--- config.mk ---
export PLATFORM = sky130hd
export DESIGN_NAME = sacte_ram
export DESIGN_NICKNAME = d
export VERILOG_FILES = /design/src/rtl/sacte_ram.sv
export SDC_FILE = /design/constraint.sdc
export NUM_CORES = 1
export LEC_CHECK = 0
export ABC_AREA = 1
export BUFFER_PORTS_ARGS = -buffer_cell sky130_fd_sc_hd__buf_2
export CORE_MARGIN = 1
export CORE_UTILIZATION = 25
export DETAILED_ROUTE_END_ITERATION = 16
export GPL_ROUTABILITY_DRIVEN = 1
export PLACE_DENSITY = 0.38
export SLEW_MARGIN = 20
export SYNTH_ARGS = -nofsm -noshare
export SYNTH_HDL_FRONTEND = slang
export SYNTH_SLANG_ARGS = --single-unit
--- constraint.sdc ---
create_clock -name clk_i -period 2.25 [get_ports clk_i]
set_input_delay 0.45 -clock clk_i [delete_from_list [all_inputs] [get_ports clk_i]]
set_output_delay 0.45 -clock clk_i [all_outputs]
set_load 0.02 [all_outputs]
--- src/rtl/sacte_ram.sv ---
module sacte_ram #(
  parameter int unsigned WIDTH = 8,
  parameter int unsigned DEPTH = 16,
  localparam int unsigned AW = (DEPTH > 1) ? $clog2(DEPTH) : 1
) (
  input  logic             clk_i,
  input  logic             we_i,
  input  logic [AW-1:0]    waddr_i,
  input  logic [WIDTH-1:0] wdata_i,
  input  logic             re_i,
  input  logic [AW-1:0]    raddr_i,
  output logic [WIDTH-1:0] rdata_o
);

  logic [WIDTH-1:0] mem [DEPTH];

  // One write port and one registered read port.
  always_ff @(posedge clk_i) begin
    if (we_i) begin
      mem[waddr_i] <= wdata_i;
    end
    if (re_i) begin
      rdata_o <= mem[raddr_i];
    end
  end

endmodule

After elaboration in Yosys (flattened, before gate mapping)
Memories as Yosys holds them, arrays and structs flattened. A register that Yosys moved wholly into a read port is not among the register bits.
Cells that the tools add are included.
Widths: inputs -> output; s select.
{"block": "word_totals", "mem_bits_rw": 128, "output_inout_bits": 8, "word_cells": 3, "mem_count": 1, "ff_bits": 0}
{"block": "op_classes", "mux": 2}
{"name": "mem", "depth": 16, "width": 8, "rd": 1, "rd_clocked_by_memory_dff": 1, "write_ports": 1, "line": "15", "text": "logic [WIDTH-1:0] mem [DEPTH];"}
{"cell": "$mux 1", "count": 2}

Depth between registers and ports, before layout
{"block": "logic_depth", "ltp_word": 2, "mapped_depth": 8}

Least setup slack after synthesis
OpenSTA, ideal clock, no wires.
{"block": "synth_timing", "path_kind": "input to register", "start": "in waddr_i[2]", "end": "mem mem[10][0], enable pin", "slack_ns": 0.849, "cell_stages": 2, "arrival_ns": 1.031, "path_cell_list": "nand3b_1 -> nor2_1"}
{"element": "start: declaration", "line": "8", "text": "input logic [AW-1:0] waddr_i,"}
{"element": "end: declaration", "line": "15"}
Straight into the memory's write port.

Worst setup path after layout
{"block": "layout_timing", "start": "reg rdata_o[3] (read register of mem)", "end": "out rdata_o[3]"}
{"element": "start: declaration", "line": "12", "text": "output logic [WIDTH-1:0] rdata_o"}
No word-level cell between the ends.

==> flow_metrics.env <==
export IMPL_irDropWorstVdd_mv=0.392
export IMPL_cpMaxStageDelayCell="edfxtp_1"
export IMPL_diodes=0
export IMPL_fin_tns_setup_ns=0
export IMPL_tightest_slew_ns=0.651
export IMPL_synthArstFlopShare=0
export IMPL_final_nets=614
export IMPL_die_w_um=155
export IMPL_synthCells=551
export IMPL_synth_area_per_cell_um2=10.6
export IMPL_status="finished clean"
export IMPL_crit_family="flip-flops"
export IMPL_end_kind="output pin"
export IMPL_crit_path_start="rdata_o[3]"
export IMPL_rr_worst_depth=6
export IMPL_powerDensity_nw_per_um2=889
export IMPL_hold_depth=1
export IMPL_wl_per_cell_um=16.8
export IMPL_synth_top_area_share=0.698
export IMPL_dpl_hpwl_mm=9.74
export IMPL_finalCritPeriodShare=0.652
export IMPL_maxSlewHeadroom=0.565
export IMPL_timing_rr_start="mem[1][2]"
export IMPL_yosys_most_used_dff="edfxtp_1"
export IMPL_grt_setup_unrepaired="false"
export IMPL_ant_nets=0
export IMPL_yosysWarnings=0
export IMPL_syn_nets=570
export IMPL_htreeDepth=4
export IMPL_cts_sinks=136
export IMPL_grt_usage=0.139
export IMPL_synth_cell_types=11
export IMPL_crit_cells=1
export IMPL_vias_per_cell=4.17
export IMPL_drive_gt1_frac=0.132
export IMPL_fp_dieArea_um2=24000
export IMPL_reg2reg_to="rdata_o[2]"
export IMPL_syn_area_um2=5850
export IMPL_synth_common_cells="nand2_1, edfxtp_1, inv_1"
export IMPL_drcViolationCount=0
export IMPL_setup_viol=0
export IMPL_overflow=0
export IMPL_drtIter0Drc=255
export IMPL_crit_path_end="rdata_o[3]"
export IMPL_hold_viol_final=0
export IMPL_final_max_slew_violation_count=0
export IMPL_wl_mm=15.5
export IMPL_clockRootBuffer="clkbuf_16"
export IMPL_min_delay_path_class="primary input to flop"
export IMPL_path_buf_inv=1
export IMPL_num_vias=3843
export IMPL_crit_path_start_kind="flop"
export IMPL_reg2reg_slack_ns=1.03
export IMPL_cts_tree="yes"
export IMPL_routabilityCongestion=0.744
export IMPL_yosys_top_cells_area="edfxtp_1, nand2_1, nand3_1, inv_1, buf_6"
export IMPL_yosys_register_bits=136
export IMPL_ys_seq_area_frac=0.698
export IMPL_dieHeight_um=155
export IMPL_required_ns=1.80
export IMPL_pin_count=27
export IMPL_clockBufferDepth=2
export IMPL_cp_max_fo=1
export IMPL_fin_skew_ns=0.00489
export IMPL_initial_core_util=0.257
export IMPL_p_leak_nw=2.96
export IMPL_cts_resized=0
export IMPL_clk_pin_slew_ns=0.06
export IMPL_cp_cell_sequence="buf_2"
export IMPL_dr_pass1_iters=4
export IMPL_cts_buffers=17
export IMPL_grt_pass1_vias=3891
export IMPL_rows=55
export IMPL_syn_to_final_growth_pct=20.1
export IMPL_worstPathArrival_ns=1.02
export IMPL_critPathMaxStageDelay_ns=0.42
export IMPL_worst_setup_path_type="flop to output pin"
export IMPL_insertion_delay_ns=0.41
export IMPL_grt_max_degree=41
export IMPL_fin_util=0.308
export IMPL_synth_most_common_cell="nand2_1"
export IMPL_synth_edf_count=136
export IMPL_fmax_mhz=681
export IMPL_antenna_found_initial=0
export IMPL_fin_crit_ns=1.47
export IMPL_numPortBuffers=26
export IMPL_synth_top_cell_by_area="edfxtp_1"
export IMPL_min_delay_start="re_i"
export IMPL_holdBufCountCts=0
export IMPL_core_area_um2=22800
export IMPL_grt_pass1_wl_mm=23.9
export IMPL_cap_viol_max_count=0
export IMPL_cts_post_setup_buffers_inserted=0
## through the flow
stage                     worst slack, ns  std cells  power (mW)  cell area, um2  hold slack, ns
after floorplan                     0.849        551        3.14            5850           0.549
after global placement              0.390        889        3.31            6390           0.717
after detailed placement            0.391        889        3.31            6390           0.728
after CTS                           0.751        921        6.31            7020           0.390
after global routing                0.743        921        6.45            7020           0.390
final                               0.782        921        6.24            7020           0.406
## metal layers
| layer | GRT usage | vias up | wire [um] |
|---|---|---|---|
| met3 | 0.0267 | 17 | 602 |
| met5 | 0 | - | 0 |
| li1 | - | 1870 | - |
| met4 | 0.0495 | 0 | 222 |
| met2 | 0.222 | 79 | 7300 |
| met1 | 0.187 | 1877 | 7370 |
## how the worst min path moves through the flow
stage | slack (ns) | end
floorplan | 0.55 | mem[0][0]
global placement | 0.72 | rdata_o[5]
detailed placement | 0.73 | rdata_o[5]
CTS | 0.39 | rdata_o[6]
global route | 0.39 | rdata_o[6]
finish | 0.41 | rdata_o[6]
## cells in the final DEF (no fill, tap or decap)
cell          n
nand3b_1      2
edfxtp_1    136
clkbuf_16    17
nor2_1       17
nand3_1      97
buf_4        22
nand2_1     173
buf_2        26
clkinvlp_4    3
inv_1       100
bufinv_16     5
buf_12        1
clkinv_4      1
clkinv_2      3
clkinv_1      3
inv_2         2
## kinds of logic (layout without fill, tap and decap cells)
kind of cell           Yosys count  in the layout  synth area share
flip-flops                     136            136             0.698
AND/OR/NAND/NOR                289            289             0.208
buffers and inverters          126            183            0.0939
## state kept, by name (all words and copies together), names as in the netlist
register	count
mem	128
rdata_o	8
## power by group
part / total, mW / leakage [nW] / switching [mW] / internal (mW)
sequential: 2.87 / 1.24 / 0.0155 / 2.85
clock: 2.99 / 0.301 / 1.05 / 1.95
combinational: 0.375 / 1.42 / 0.274 / 0.101
total: 6.24 / 2.96 / 1.34 / 4.90
## area by class of cell
class | count | area [um2]
sequential | 136 | 4080
clock buffer | 17 | 425
multi-input combinational | 289 | 1210
inverter | 102 | 383
fill | 2356 | 15800
clock inverter | 15 | 208
tap | 313 | 392
timing repair buffer | 49 | 315
(Power assumes the default switching activity.)
